--- src/rtl/core/pgst_pkg.sv ---
package pgst_pkg;

    localparam int NUM_SLOTS_DEF = 16;
    localparam int MAX_RES       = 16;
    localparam int RQ_CW         = $clog2(MAX_RES + 1);
    localparam int RQ_IW         = $clog2(MAX_RES);

    typedef enum logic [3:0] {
        OP_CREATE     = 4'd0,
        OP_REPRIO     = 4'd1,
        OP_NEWGROUP   = 4'd2,
        OP_STARTGROUP = 4'd3,
        OP_KILLGROUP  = 4'd4,
        OP_JOIN       = 4'd5,
        OP_RESUME     = 4'd6,
        OP_RESUMEALL  = 4'd7,
        OP_TERMINATE  = 4'd8,
        OP_CONTINUE   = 4'd9,
        OP_RUNREPORT  = 4'd10,
        OP_KILLALL    = 4'd11,
        OP_REAP       = 4'd12,
        OP_QUERY      = 4'd13
    } t_opcode;

    typedef enum logic [2:0] {
        ST_SUSP     = 3'd0,
        ST_FROZEN   = 3'd1,
        ST_RUNNABLE = 3'd2,
        ST_RUNNING  = 3'd3,
        ST_WAITING  = 3'd4,
        ST_ENDED    = 3'd5,
        ST_TERM     = 3'd6,
        ST_FAILED   = 3'd7
    } t_state;

    typedef enum logic [2:0] {
        EV_ACK       = 3'd0,
        EV_NEWTASK   = 3'd1,
        EV_NEWGROUP  = 3'd2,
        EV_GROUPDONE = 3'd3,
        EV_REMOVED   = 3'd4,
        EV_NOTFOUND  = 3'd5,
        EV_FULL      = 3'd6
    } t_event;

    typedef struct packed {
        logic [3:0]  opcode;
        logic [31:0] task_id;
        logic [31:0] group_id;
        logic [7:0]  priority_req;
        logic [2:0]  reported_state;
    } t_in_word;

    typedef struct packed {
        logic [2:0]  event_res;
        logic [31:0] event_value;
        logic        running_found;
        logic [31:0] running_id;
        logic        last;
    } t_out_word;

    typedef struct packed {
        logic [31:0] task_id;
        logic [7:0]  prio;
        t_state      state;
        logic [31:0] group_id;
    } t_slot;

    typedef struct packed {
        t_event      ev;
        logic [31:0] value;
    } t_ev;

    // Ids skip zero when they wrap.
    function automatic logic [31:0] next_id(logic [31:0] v);
        logic [31:0] n;
        n = v + 32'd1;
        if (n == 32'd0) begin
            n = 32'd1;
        end
        return n;
    endfunction

endpackage

--- src/rtl/core/process_group_scheduler_table.sv ---
// Priority-ordered task table for a cooperative scheduler. The slots live in one
// RAM with a registered read, and a small sequencer walks it slot by slot (read,
// then update). A command takes up to two such passes (lookup, group start,
// regroup, reap or a stable move of one entry), always followed by a pass that
// finds the first running task, and then delivers its result words, one per
// cycle while the output does not stall. The last pass stops early at the first
// running task. The input stalls for the whole command, and result words all
// carry the running-task answer as it stands once the command is done. The table
// needs no clearing after reset: a fill count marks the used slots.
module process_group_scheduler_table #(
    parameter int NUM_SLOTS = pgst_pkg::NUM_SLOTS_DEF
) (
    input  logic                 i_clk,
    input  logic                 i_rst_n,
    input  logic                 i_valid,
    output logic                 o_stall,
    input  pgst_pkg::t_in_word   i_in,
    output logic                 o_valid,
    input  logic                 i_stall,
    output pgst_pkg::t_out_word  o_out
);
    import pgst_pkg::*;

    localparam int IW = $clog2(NUM_SLOTS);
    localparam int CW = $clog2(NUM_SLOTS + 1);
    localparam int SW = $bits(t_slot);

    typedef enum logic [2:0] {
        S_IDLE, S_DISP, S_SCAN_RD, S_SCAN_EX, S_ACT, S_MV_RD, S_MV_EX, S_OUT
    } t_fsm;

    typedef enum logic [3:0] {
        M_FIND, M_FINDRUN, M_START, M_KILLG, M_JOINREG, M_RESALL, M_KILLALL,
        M_REAP, M_RUNQ
    } t_mode;

    t_fsm              r_fsm;
    t_mode             r_mode;
    t_in_word          r_in;
    logic [CW-1:0]     r_used;
    logic [CW-1:0]     r_i;
    logic [CW-1:0]     r_w;
    logic [IW-1:0]     r_pos;
    t_slot             r_ent;
    logic [31:0]       r_sg;
    logic [31:0]       r_old;
    logic [31:0]       r_tid_last;
    logic [31:0]       r_gid_last;
    logic [RQ_CW-1:0]  r_rem;
    t_ev               r_rq [MAX_RES];
    logic [RQ_CW-1:0]  r_rcnt;
    logic [RQ_IW-1:0]  r_k;
    logic              r_found;
    logic [31:0]       r_rid;
    logic              r_back;
    logic              r_tryfwd;
    logic              r_fwdfirst;
    logic              r_started;

    logic [SW-1:0]     ram_rdata;
    t_slot             rd;
    logic              ram_we;
    logic [IW-1:0]     ram_waddr;
    t_slot             ram_wdata;
    logic [IW-1:0]     ram_raddr;

    t_opcode           op;
    logic              scan_end;
    logic              hit;
    logic              at_front;
    logic              at_end;
    logic              mv_cond;
    logic              mv_done;
    t_slot             act_ent;
    t_state            rep_state;
    logic              em;
    t_event            em_ev;
    logic [31:0]       em_val;
    logic              out_last;

    pgst_ram #(.WIDTH(SW), .DEPTH(NUM_SLOTS)) u_ram (
        .i_clk   (i_clk),
        .i_we    (ram_we),
        .i_waddr (ram_waddr),
        .i_wdata (ram_wdata),
        .i_raddr (ram_raddr),
        .o_rdata (ram_rdata)
    );

    assign rd       = t_slot'(ram_rdata);
    assign op       = t_opcode'(r_in.opcode);
    assign scan_end = (r_i == r_used);
    assign at_front = (r_pos == '0);
    assign at_end   = (CW'(r_pos) == r_used - CW'(1));
    assign out_last = (RQ_CW'(r_k) == r_rcnt - RQ_CW'(1));

    always_comb begin
        if (r_back) begin
            mv_cond = r_ent.prio < rd.prio;
        end else if (r_fwdfirst) begin
            mv_cond = r_ent.prio > rd.prio;
        end else begin
            mv_cond = r_ent.prio >= rd.prio;
        end
    end

    always_comb begin
        unique case (r_mode) inside
            M_FIND:              hit = (rd.task_id == r_in.task_id);
            M_FINDRUN, M_RUNQ:   hit = (rd.state == ST_RUNNING);
            M_START:             hit = (rd.state == ST_RUNNABLE) && (rd.group_id == r_sg);
            M_KILLG:             hit = (rd.group_id == r_in.group_id);
            M_JOINREG:           hit = (rd.group_id == r_old);
            M_RESALL:            hit = (rd.state == ST_SUSP);
            M_KILLALL:           hit = (rd.state != ST_FROZEN);
            M_REAP:              hit = (rd.state >= ST_ENDED) && (r_rem < RQ_CW'(MAX_RES));
            default:             hit = 1'b0;
        endcase
    end

    // Per-command update of the slot that a lookup found.
    always_comb begin
        act_ent   = r_ent;
        rep_state = t_state'(r_in.reported_state);
        if (rep_state == ST_RUNNABLE || rep_state == ST_RUNNING) begin
            rep_state = ST_FAILED;
        end
        case (op) inside
            OP_JOIN: begin
                if (r_ent.state == ST_RUNNABLE || r_ent.state == ST_RUNNING ||
                    r_ent.state == ST_WAITING) begin
                    act_ent.state = ST_RUNNABLE;
                end
            end
            OP_RESUME: begin
                if (r_ent.state == ST_SUSP || r_ent.state == ST_RUNNABLE) begin
                    act_ent.state    = ST_RUNNABLE;
                    act_ent.group_id = r_in.group_id;
                end
            end
            OP_TERMINATE: act_ent.state = ST_TERM;
            OP_CONTINUE: begin
                if (r_ent.state == ST_WAITING) begin
                    act_ent.state = ST_RUNNING;
                end
            end
            OP_RUNREPORT: act_ent.state = rep_state;
            default: ;
        endcase
    end

    // RAM port control.
    always_comb begin
        ram_we    = 1'b0;
        ram_waddr = r_pos;
        ram_wdata = r_ent;
        ram_raddr = r_i[IW-1:0];
        mv_done   = 1'b0;
        unique case (r_fsm)
            S_SCAN_EX: begin
                ram_waddr = r_i[IW-1:0];
                ram_wdata = rd;
                case (r_mode) inside
                    M_START: begin
                        ram_we          = hit;
                        ram_wdata.state = ST_RUNNING;
                    end
                    M_KILLG, M_KILLALL: begin
                        ram_we          = hit;
                        ram_wdata.state = ST_TERM;
                    end
                    M_JOINREG: begin
                        ram_we             = hit;
                        ram_wdata.group_id = r_in.group_id;
                    end
                    M_RESALL: begin
                        ram_we             = hit;
                        ram_wdata.state    = ST_RUNNABLE;
                        ram_wdata.group_id = r_in.group_id;
                    end
                    M_REAP: begin
                        ram_we    = !hit && (r_w != r_i);
                        ram_waddr = r_w[IW-1:0];
                    end
                    default: ;
                endcase
            end
            S_ACT: begin
                ram_we    = (op != OP_REPRIO);
                ram_wdata = act_ent;
            end
            S_MV_RD: begin
                ram_raddr = r_back ? r_pos - IW'(1) : r_pos + IW'(1);
                if ((r_back && at_front && !r_tryfwd) || (!r_back && at_end)) begin
                    ram_we  = 1'b1;
                    mv_done = 1'b1;
                end
            end
            S_MV_EX: begin
                if (mv_cond) begin
                    ram_we    = 1'b1;
                    ram_wdata = rd;
                end else if (!(r_back && r_tryfwd)) begin
                    ram_we  = 1'b1;
                    mv_done = 1'b1;
                end
            end
            default: ;
        endcase
    end

    // Result word generation; at most one per cycle.
    always_comb begin
        em     = 1'b0;
        em_ev  = EV_ACK;
        em_val = 32'd0;
        unique case (r_fsm) inside
            S_DISP: begin
                case (op) inside
                    OP_CREATE: begin
                        em = (r_used == CW'(NUM_SLOTS));
                        em_ev = EV_FULL;
                    end
                    OP_NEWGROUP: begin
                        em     = 1'b1;
                        em_ev  = EV_NEWGROUP;
                        em_val = next_id(r_gid_last);
                    end
                    OP_REPRIO, OP_STARTGROUP, OP_KILLGROUP, OP_JOIN, OP_RESUME,
                    OP_RESUMEALL, OP_TERMINATE, OP_CONTINUE, OP_RUNREPORT,
                    OP_KILLALL, OP_REAP: ;
                    default: em = 1'b1;
                endcase
            end
            S_SCAN_RD: begin
                if (scan_end) begin
                    case (r_mode)
                        M_FIND: begin
                            em     = 1'b1;
                            em_ev  = EV_NOTFOUND;
                            em_val = r_in.task_id;
                        end
                        M_FINDRUN: begin
                            em    = 1'b1;
                            em_ev = EV_NOTFOUND;
                        end
                        M_START: begin
                            if (op == OP_STARTGROUP) begin
                                em     = 1'b1;
                                em_ev  = r_started ? EV_ACK : EV_GROUPDONE;
                                em_val = r_sg;
                            end else begin
                                em     = !r_started;
                                em_ev  = EV_GROUPDONE;
                                em_val = r_sg;
                            end
                        end
                        M_JOINREG: begin
                            em     = 1'b1;
                            em_ev  = EV_GROUPDONE;
                            em_val = r_old;
                        end
                        M_RESALL: begin
                            em     = 1'b1;
                            em_val = r_in.group_id;
                        end
                        M_KILLALL: em = 1'b1;
                        M_REAP:    em = (r_rem == '0);
                        default: ;
                    endcase
                end
            end
            S_SCAN_EX: begin
                if (r_mode == M_REAP && hit) begin
                    em     = 1'b1;
                    em_ev  = EV_REMOVED;
                    em_val = rd.task_id;
                end
            end
            S_ACT: begin
                case (op) inside
                    OP_JOIN: begin
                        em     = (r_ent.state == ST_SUSP) || (r_ent.state == ST_FROZEN);
                        em_val = r_in.task_id;
                    end
                    OP_RESUME, OP_TERMINATE, OP_CONTINUE: begin
                        em     = 1'b1;
                        em_val = r_in.task_id;
                    end
                    OP_RUNREPORT: begin
                        em     = 1'b1;
                        em_val = r_ent.task_id;
                    end
                    default: ;
                endcase
            end
            S_MV_RD, S_MV_EX: begin
                em     = mv_done;
                em_ev  = (op == OP_CREATE) ? EV_NEWTASK : EV_ACK;
                em_val = (op == OP_CREATE) ? r_ent.task_id : r_in.task_id;
            end
            default: ;
        endcase
    end

    always_ff @(posedge i_clk) begin
        if (!i_rst_n) begin
            r_fsm      <= S_IDLE;
            r_used     <= '0;
            r_tid_last <= 32'd0;
            r_gid_last <= 32'd0;
            r_rcnt     <= '0;
        end else begin
            if (em) begin
                r_rq[r_rcnt[RQ_IW-1:0]] <= '{ev: em_ev, value: em_val};
                r_rcnt                  <= r_rcnt + RQ_CW'(1);
            end
            unique case (r_fsm)
                S_IDLE: begin
                    if (i_valid) begin
                        r_in      <= i_in;
                        r_rcnt    <= '0;
                        r_started <= 1'b0;
                        r_found   <= 1'b0;
                        r_rid     <= 32'd0;
                        r_fsm     <= S_DISP;
                    end
                end
                S_DISP: begin
                    r_i   <= '0;
                    r_fsm <= S_SCAN_RD;
                    case (op) inside
                        OP_CREATE: begin
                            if (r_used == CW'(NUM_SLOTS)) begin
                                r_mode <= M_RUNQ;
                            end else begin
                                r_tid_last <= next_id(r_tid_last);
                                r_ent      <= '{task_id: next_id(r_tid_last),
                                                prio: r_in.priority_req,
                                                state: ST_SUSP, group_id: 32'd0};
                                r_pos      <= r_used[IW-1:0];
                                r_used     <= r_used + CW'(1);
                                r_back     <= 1'b1;
                                r_tryfwd   <= 1'b0;
                                r_fwdfirst <= 1'b1;
                                r_fsm      <= S_MV_RD;
                            end
                        end
                        OP_REPRIO, OP_JOIN, OP_RESUME, OP_TERMINATE, OP_CONTINUE:
                            r_mode <= M_FIND;
                        OP_NEWGROUP: begin
                            r_gid_last <= next_id(r_gid_last);
                            r_mode     <= M_RUNQ;
                        end
                        OP_STARTGROUP: begin
                            r_sg   <= r_in.group_id;
                            r_mode <= M_START;
                        end
                        OP_KILLGROUP: r_mode <= M_KILLG;
                        OP_RESUMEALL: r_mode <= M_RESALL;
                        OP_RUNREPORT: r_mode <= M_FINDRUN;
                        OP_KILLALL:   r_mode <= M_KILLALL;
                        OP_REAP: begin
                            r_w    <= '0;
                            r_rem  <= '0;
                            r_mode <= M_REAP;
                        end
                        default: r_mode <= M_RUNQ;
                    endcase
                end
                S_SCAN_RD: begin
                    if (scan_end) begin
                        r_i <= '0;
                        case (r_mode)
                            M_KILLG: begin
                                r_sg   <= r_in.group_id;
                                r_mode <= M_START;
                            end
                            M_REAP: begin
                                r_used <= r_w;
                                r_mode <= M_RUNQ;
                            end
                            M_RUNQ: begin
                                r_k   <= '0;
                                r_fsm <= S_OUT;
                            end
                            default: r_mode <= M_RUNQ;
                        endcase
                    end else begin
                        r_fsm <= S_SCAN_EX;
                    end
                end
                S_SCAN_EX: begin
                    r_i   <= r_i + CW'(1);
                    r_fsm <= S_SCAN_RD;
                    case (r_mode) inside
                        M_FIND, M_FINDRUN: begin
                            if (hit) begin
                                r_pos <= r_i[IW-1:0];
                                r_ent <= rd;
                                r_fsm <= S_ACT;
                            end
                        end
                        M_START: begin
                            // The first runnable member is started; the pass ends here.
                            if (hit) begin
                                r_started <= 1'b1;
                                r_i       <= r_used;
                            end
                        end
                        M_REAP: begin
                            if (hit) begin
                                r_rem <= r_rem + RQ_CW'(1);
                            end else begin
                                r_w <= r_w + CW'(1);
                            end
                        end
                        M_RUNQ: begin
                            if (hit) begin
                                r_found <= 1'b1;
                                r_rid   <= rd.task_id;
                                r_k     <= '0;
                                r_fsm   <= S_OUT;
                            end
                        end
                        default: ;
                    endcase
                end
                S_ACT: begin
                    r_i    <= '0;
                    r_mode <= M_RUNQ;
                    r_fsm  <= S_SCAN_RD;
                    case (op)
                        OP_REPRIO: begin
                            r_ent.prio <= r_in.priority_req;
                            r_back     <= 1'b1;
                            r_tryfwd   <= 1'b1;
                            r_fwdfirst <= 1'b1;
                            r_fsm      <= S_MV_RD;
                        end
                        OP_JOIN: begin
                            if (r_ent.state != ST_SUSP && r_ent.state != ST_FROZEN) begin
                                r_old  <= r_ent.group_id;
                                r_mode <= M_JOINREG;
                            end
                        end
                        OP_TERMINATE: begin
                            if (r_ent.state == ST_RUNNING || r_ent.state == ST_WAITING) begin
                                r_sg   <= r_ent.group_id;
                                r_mode <= M_START;
                            end
                        end
                        OP_RUNREPORT: begin
                            if (rep_state != ST_WAITING) begin
                                r_sg   <= r_ent.group_id;
                                r_mode <= M_START;
                            end
                        end
                        default: ;
                    endcase
                end
                S_MV_RD: begin
                    if (mv_done) begin
                        r_i    <= '0;
                        r_mode <= M_RUNQ;
                        r_fsm  <= S_SCAN_RD;
                    end else if (r_back && at_front) begin
                        r_back <= 1'b0;
                    end else begin
                        r_fsm <= S_MV_EX;
                    end
                end
                S_MV_EX: begin
                    if (mv_cond) begin
                        // The neighbor slid into the hole; follow it.
                        r_pos      <= r_back ? r_pos - IW'(1) : r_pos + IW'(1);
                        r_tryfwd   <= r_tryfwd && !r_back;
                        r_fwdfirst <= r_fwdfirst && r_back;
                        r_fsm      <= S_MV_RD;
                    end else if (r_back && r_tryfwd) begin
                        r_back <= 1'b0;
                        r_fsm  <= S_MV_RD;
                    end else begin
                        r_i    <= '0;
                        r_mode <= M_RUNQ;
                        r_fsm  <= S_SCAN_RD;
                    end
                end
                S_OUT: begin
                    if (!i_stall) begin
                        if (out_last) begin
                            r_fsm <= S_IDLE;
                        end else begin
                            r_k <= r_k + RQ_IW'(1);
                        end
                    end
                end
                default: r_fsm <= S_IDLE;
            endcase
        end
    end

    assign o_stall = (r_fsm != S_IDLE);
    assign o_valid = (r_fsm == S_OUT);

    always_comb begin
        o_out.event_res     = r_rq[r_k].ev;
        o_out.event_value   = r_rq[r_k].value;
        o_out.running_found = r_found;
        o_out.running_id    = r_rid;
        o_out.last          = out_last;
    end

endmodule

--- src/rtl/core/pgst_ram.sv ---
module pgst_ram #(
    parameter int WIDTH = 8,
    parameter int DEPTH = 16
) (
    input  logic                     i_clk,
    input  logic                     i_we,
    input  logic [$clog2(DEPTH)-1:0] i_waddr,
    input  logic [WIDTH-1:0]         i_wdata,
    input  logic [$clog2(DEPTH)-1:0] i_raddr,
    output logic [WIDTH-1:0]         o_rdata
);

    logic [WIDTH-1:0] r_mem [DEPTH];

    always_ff @(posedge i_clk) begin
        if (i_we) begin
            r_mem[i_waddr] <= i_wdata;
        end
        o_rdata <= r_mem[i_raddr];
    end

endmodule
--- config.mk ---
export PLATFORM = sky130hd
export DESIGN_NAME = process_group_scheduler_table
export DESIGN_NICKNAME = d
export VERILOG_FILES = /design/src/rtl/core/pgst_pkg.sv /design/src/rtl/core/process_group_scheduler_table.sv /design/src/rtl/core/pgst_ram.sv
export SDC_FILE = /design/constraint.sdc
export NUM_CORES = 2
export LEC_CHECK = 0
export BUFFER_PORTS_ARGS = -buffer_cell sky130_fd_sc_hd__buf_2
export CAP_MARGIN = 10
export CORE_MARGIN = 3
export CORE_UTILIZATION = 35
export CTS_BUF_LIST = sky130_fd_sc_hd__clkbuf_16
export CTS_CLUSTER_SIZE = 16
export DETAILED_ROUTE_END_ITERATION = 10
export PLACE_DENSITY_LB_ADDON = 0.25
export SYNTH_ARGS = -nofsm -noshare
export SYNTH_HDL_FRONTEND = slang
export SYNTH_SLANG_ARGS = --single-unit
--- constraint.sdc ---
create_clock -name i_clk -period 8.95 [get_ports i_clk]
set_clock_uncertainty 0.1 [all_clocks]
set_input_delay 0.4475 -clock i_clk [delete_from_list [all_inputs] [get_ports i_clk]]
set_output_delay 0.4475 -clock i_clk [all_outputs]
set_load 0.005 [all_outputs]
After elaboration in Yosys (flattened, before gate mapping)
Memories as Yosys holds them, arrays and structs flattened. A register that Yosys moved wholly into a read port is not among the register bits.
Cells that the tools add are included.
{ "word_totals": {"reg_bits": 359, "ramBits": 1760, "memories": 2} }
{ "mem_list": {"columns": ["memory", "words", "word_bits", "read_ports", "rd_ports_with_merged_regs", "wr", "line_no", "rtl"], "rows": [
  ["u_ram.r_mem", 16, 75, 1, 1, 1, "pgst_ram.sv:13", "logic [WIDTH-1:0] r_mem [DEPTH];"],
  ["r_rq", 16, 35, 1, 1, 1, "process_group_scheduler_table.sv:50", "t_ev r_rq [MAX_RES];"]
]} }
{ "op_classes": {"n_addsub": 12, "magnitude_cmp": 5, "n_eq_ne": 92, "mux": 220, "bitwise_logic": 3, "reduce_logical": 72} }
{ "ops": {"columns": ["cell", "count"], "rows": [
  ["2-to-1 mux 32 bit", 30],
  ["2-to-1 mux 75 bit", 5],
  ["one-hot mux 75 bit (3 select lines)", 1],
  ["one-hot mux 32 bit (2 select lines)", 3],
  ["2-to-1 mux 4 bit", 40],
  ["one-hot mux 32 bit (5 select lines)", 1],
  ["2-to-1 mux 5 bit", 31],
  ["== test 32 bit", 4],
  ["one-hot mux 32 bit (4 select lines)", 1],
  ["2-to-1 mux 3 bit", 33],
  ["one-hot mux 32 bit (3 select lines)", 1],
  ["one-hot mux 35 bit (2 select lines)", 1],
  ["adder 32 x 1 -> 32 bit (second input constant)", 2],
  ["logical NOT 32 bit", 2],
  ["inequality test 2 bit (second input constant)", 30],
  ["2-to-1 mux 1 bit", 45],
  ["one-hot mux 4 bit (3 select lines)", 3],
  ["2-to-1 mux 35 bit", 1],
  ["== test 4 x 3 -> 1 bit (second input constant)", 8],
  ["one-hot mux 5 bit (2 select lines)", 3],
  ["AND reduction 15 bit", 2],
  ["adder 5 x 1 -> 5 bit (second input constant)", 5],
  ["one-hot mux 5 bit (5 select lines)", 1],
  ["== test 3 x 2 -> 1 bit (second input constant)", 8],
  ["58 further kinds", 143]
]} }

Longest topological paths before layout
{ "logic_depth": {"word_depth": 13, "mapped_depth": 13, "ltp_nobuf": 11} }

Modules after synthesis
A second synthesis with hierarchy kept.
{ "unflattened": {"cells_unflattened": 5283, "area_unflattened_um2": 90365.4} }
{ "modules_own_cells": {"columns": ["module", "instances", "cells_each", "area_each_um2", "seq_area_each_um2"], "rows": [
  ["pgst_ram", 1, 1926, 46318.2, 37536.0],
  ["process_group_scheduler_table", 1, 3357, 44047.2, 26905.8]
]} }

Worst setup path before layout
No wires, ideal clock.
{ "synth_path": {"path_kind": "register to register", "start": "register r_mode[1]", "end": "memory r_rq[8][0] (netlist name) (enable)", "setup_time_ps": 528, "t_arrival_ps": 5936, "setup_slack_ps": 2386, "stages_incl_launch_ff": 10, "cell_sequence": "edfxtp_1 -> clkbuf_1 -> nor4_1 -> nand3_1 -> nor4_1 -> nand4_1 -> a31oi_1 -> nor3_2 -> buf_2 -> nor4b_1"} }
{ "synth_between": {"elab_chain_cells": 9, "elab_cells_between_ends": 20} }
{ "synth_lines": {"columns": ["element", "line_no", "rtl"], "rows": [
  ["start: declaration", "process_group_scheduler_table.sv:38", "t_mode r_mode;"],
  ["start signal: assignment", "process_group_scheduler_table.sv:335", "r_mode <= M_RUNQ;"],
  ["start signal: assignment", "process_group_scheduler_table.sv:350", "r_mode <= M_FIND;"],
  ["start signal: assignment", "process_group_scheduler_table.sv:353", "r_mode <= M_RUNQ;"],
  ["== test 4 x 1 -> 1 bit / == test 4 bit (equally long branches)", null, null],
  ["OR reduction 2 bit", "process_group_scheduler_table.sv:108", "unique case (r_mode) inside"],
  ["one-hot mux 1 bit (8 select lines)", "process_group_scheduler_table.sv:108", null],
  ["logical AND 1 bit", "process_group_scheduler_table.sv:274", "if (r_mode == M_REAP && hit) begin"],
  ["2-to-1 mux 1 bit", "process_group_scheduler_table.sv:274", null],
  ["one-hot mux 1 bit (5 select lines) (*)", "process_group_scheduler_table.sv:217", "unique case (r_fsm) inside"],
  ["2-to-1 mux 1 bit (*)", "process_group_scheduler_table.sv:314", "if (em) begin"],
  ["2-to-1 mux 1 bit (*)", "process_group_scheduler_table.sv:307", "if (!i_rst_n) begin"],
  ["2-to-1 mux 1 bit (implied by the code) (*)", "process_group_scheduler_table.sv:315", "r_rq[r_rcnt[RQ_IW-1:0]] <= '{ev: em_ev, value: em_val};"],
  ["end: declaration", "process_group_scheduler_table.sv:50", null]
]} }
Mark *: on every way between the ends. The rest lies on a longest branch, timed or not.

Final worst setup path
{ "layout_path": {"start": "register r_mode[2]", "end": "memory u_ram.r_mem[9][34] (netlist name) (enable)"} }
{ "layout_between": {"elab_chain_cells": 13, "elab_cells_between_ends": 28} }
{ "layout_lines": {"columns": ["element", "line_no", "rtl"], "rows": [
  ["== test 4 x 1 -> 1 bit / == test 4 bit (equally long branches)", null, null],
  ["OR reduction 2 bit", "process_group_scheduler_table.sv:108", null],
  ["one-hot mux 1 bit (8 select lines)", "process_group_scheduler_table.sv:108", null],
  ["logical NOT 1 bit", "process_group_scheduler_table.sv:182", "ram_we = !hit && (r_w != r_i);"],
  ["logical AND 1 bit", "process_group_scheduler_table.sv:182", null],
  ["2-to-1 mux 1 bit (5 in series)", "process_group_scheduler_table.sv:163", "case (r_mode) inside"],
  ["one-hot mux 1 bit (4 select lines)", "process_group_scheduler_table.sv:159", "unique case (r_fsm)"],
  ["2-to-1 mux 1 bit", "pgst_ram.sv:16", "if (i_we) begin"],
  ["2-to-1 mux 1 bit (implied by the code)", "pgst_ram.sv:17", "r_mem[i_waddr] <= i_wdata;"],
  ["end: declaration", "pgst_ram.sv:13", null]
]} }
Several ways; a longest one is shown, not always the timed one.

==> impl_metrics.py <==
metrics = {
    "setup_path": {
        "critPathMaxStageDelay_ns": 1.07,
        "cp_max_fo": 31,
        "r2r_slack_ns": 2.23,
        "crit_type": "flop to flop",
        "cpMostUsedCell": "buf_4",
        "reg2regPathDepth": 12,
        "reg2reg_from": "r_mode[2]",
        "crit_chain": "nor4b_4 -> buf_4 -> mux2_2 -> a22oi_1 -> nand4_1 -> nor4_2 -> a31oi_2 -> nor4_1 -> a211oi_4 -> buf_4 -> nor2_4 -> buf_4",
        "cp-startpoint": "r_mode[2]",
        "reg2reg_to": "u_ram.r_mem[9][34]",
        "arrival_ns": 7.11,
        "cp-end-kind": "flop",
        "worst_setup_path_start_kind": "flop",
        "slowest_stage": "nor4b_4",
        "crit_required_ns": 9.35,
        "endpoint": "u_ram.r_mem[9][34]",
    },
    "logic_synthesis": {
        "yosysTopAreaCell": "edfxtp_1",
        "synth_enable_flop_cells": 2042,
        "seq_area_frac_synth_pct": 69.98,
        "syn_area_per_cell_um2": 13.34,
        "ys_types": 90,
        "synth_top_area_share_pct": 66.59,
        "syn_area_um2": 92080,
        "ys_seq_elements": 2198,
        "syn_inst": 6904,
        "async_flop_share_pct": 0,
        "synth_warnings": 0,
        "synthTopCellsByArea": "edfxtp_1, nand2_1, mux4_2",
        "ys.flop_type": "edfxtp_1",
        "synth_nets": 7013,
    },
    "finish": {
        "num-nets-final": 7168,
        "syn_to_final_growth_pct": 14.75,
        "ff_latch_area_um2": 64460,
        "multi_input_area_um2": 25960,
        "n_fill_cell": 24310,
        "drive_above_1_share_pct": 12.77,
        "layout_commonest_cell": "edfxtp_1",
        "final_area_um2": 105700,
        "final_cell_mix": "edfxtp_1, nand2_1, nand3_1, clkbuf_16, and3_1",
    },
    "global_routing": {
        "grt_overflow_total": 0,
        "grt_pass1_wl_mm": 414.0,
        "antenna_found_initial": 8,
        "grt_pass1_vias": 56740,
        "grtUsageTotal_pct": 20.79,
        "grt_max_degree": 142,
    },
    "detailed_routing": {
        "routed_wl_mm": 288.3,
        "vias": 59560,
        "vias_per_cell": 5.536,
        "ant_nets": 0,
        "wl_per_cell_um": 26.80,
        "drc": 0,
        "drt_iter0_markers": 7158,
        "drtPass1Iterations": 10,
    },
    "sta": {
        "finalHoldViolCount": 0,
        "slew_headroom_pct": 20.31,
        "rsz0062_at_grt": "no",
        "fin_ws_ns": 2.235,
        "setup_viol_count_final": 0,
        "fin_crit_sh_pct": 75.03,
        "fin_crit_ns": 6.715,
        "drv_slew": 0,
        "fmax_ghz": 0.1489,
        "worst_pin_slew_ns": 1.190,
        "fin_setup_tns_ns": 0,
    },
    "worst_hold_path": {
        "hold_depth": 2,
        "hold_class": "primary input to flop",
    },
    "placed_design": {
        "gp_congestion": 0.9233,
        "dp_worst_setup_slack_ns": 2.269,
        "place_area_um2": 97410,
        "port_buffers": 153,
        "hpwlAfterDp_mm": 174.3,
    },
    "clock_network": {
        "clock_sinks": 2198,
        "cts_setup_buffers": 0,
        "root_buffer": "clkbuf_16",
        "worstSkewPairLatency_ns": 0.90,
        "cts_tree": "yes",
        "clk_path_buf_depth": 3,
        "numCtsBuffers": 230,
        "cts_max_level": 4,
        "clk_pin_slew_ns": 0.06,
    },
    "pwr": {
        "p_leak_nw": 36.12,
        "power_density_nw_per_um2": 221.9,
        "peakVddDrop_mv": 0.2355,
        "p_total_mw": 23.45,
    },
    "floorplan": {
        "ios": 154,
        "fp.dieW_um": 518.9,
        "rows": 187,
        "die_h_um": 518.9,
        "initial_core_util_pct": 35.33,
        "core_area_um2": 260600,
        "dieArea_um2": 269300,
    },
    "outcome": {
        "status": "complete, no violations",
    },
    "run": {
        "max-cap-violations": 0,
    },
}
-- kinds of logic (layout without fill, tap and decap cells) --
kind of cell               after synthesis  count (layout)  synth area share, %
buffers and inverters                  554             909                2.298
AOI/OAI and AO/OA                      979             979                7.375
xor gates and xnor gates               237             237                2.254
DFF                                   2198            2198                69.98
muxes                                  223             223                4.826
and+or+nand+nor                       2687            2687                12.90
adders and majority gates               26              26               0.3614
other                                    0               4                    0
-- power by group --
part	switching (mW)	internal, mW	total, mW
sequential	0.383	11.5	11.9
combinational	1.59	0.673	2.26
clock	4.10	5.18	9.27
total	6.07	17.4	23.5
-- worst min path at each step --
stage	start	endpoint	slack [ns]
2_1_floorplan	r_ent[13]	r_old[13]	0.35
3_3_place_gp	r_ent[24]	r_old[24]	0.36
3_5_place_dp	r_ent[1]	r_old[1]	0.36
4_1_cts	i_in[37]	r_in[37]	0.07
5_1_grt	i_in[5]	r_in[5]	0.10
6_report	i_in[74]	r_in[74]	0.15
-- flip-flops by register name, indices dropped and copies added (netlist names), 35 cells and up, named ones only --
signal	flops
r_rq	560
u_ram.r_mem	1200
r_in	75
u_ram.o_rdata	75
act_ent	40
r_ent	35
-- stage by stage --
stage | util (%) | cells | hold WS (ns)
global placement | 37.37 | 10240 | 0.3639
finish | 40.54 | 10760 | 0.1528
detailed placement | 37.37 | 10240 | 0.3634
global route | 40.54 | 10760 | 0.1037
CTS | 40.52 | 10750 | 0.07197
floorplan | - | 6904 | 0.3503
-- cells in the mapped netlist (25+ instances only) --
library cell / instances
o22ai_1: 44
a31oi_1: 93
o21ai_0: 140
and3_1: 228
mux2i_1: 42
clkbuf_1: 421
a21o_1: 46
nand4_1: 45
ha_1: 25
buf_1: 60
xnor2_1: 134
edfxtp_1: 2042
a21oi_1: 224
a222oi_1: 32
mux4_2: 175
a311oi_1: 226
nor3_1: 55
or3_1: 32
dfxtp_1: 156
a22oi_1: 31
nand3_1: 373
nor2_1: 216
inv_1: 59
nor4_1: 28
nand2_1: 1604
xor2_1: 103
-- critical path: cells and delay by family (launching register included) --
kind / cells / cell delay (ns)
buf+inv: 3 / 1.42
compound gates: 3 / 0.54
simple gates: 5 / 3.05
mux: 1 / 0.36
flops: 1 / 0.83
-- cell type report --
type,instances,area share (%)
diodes,4,0.009473
clock buffers,232,5.494
clock inverters,200,1.484
inverters,60,0.2131
multi-input cells,4152,24.57
flip-flops and latches,2198,61.00
well taps,3496,4.140
repair buffers,417,3.088
-- what timing repair did --
item | in CTS | in global routing
gates resized for setup | 0 | 0
hold endpoints to repair | 84 | 0
hold buffers | 83 | 0
endpoints found under the setup margin | 0 | 0
-- layer usage --
metal / global-route usage, % / wire [µm] / up-vias
met5: 0 / 0 / -
met4: 8.522 / 12990 / 0
met3: 3.058 / 19530 / 511
met2: 32.66 / 133500 / 2400
met1: 28.93 / 122300 / 30340
li1: - / - / 26310
Note: power is estimated with default switching activity, not from simulation.
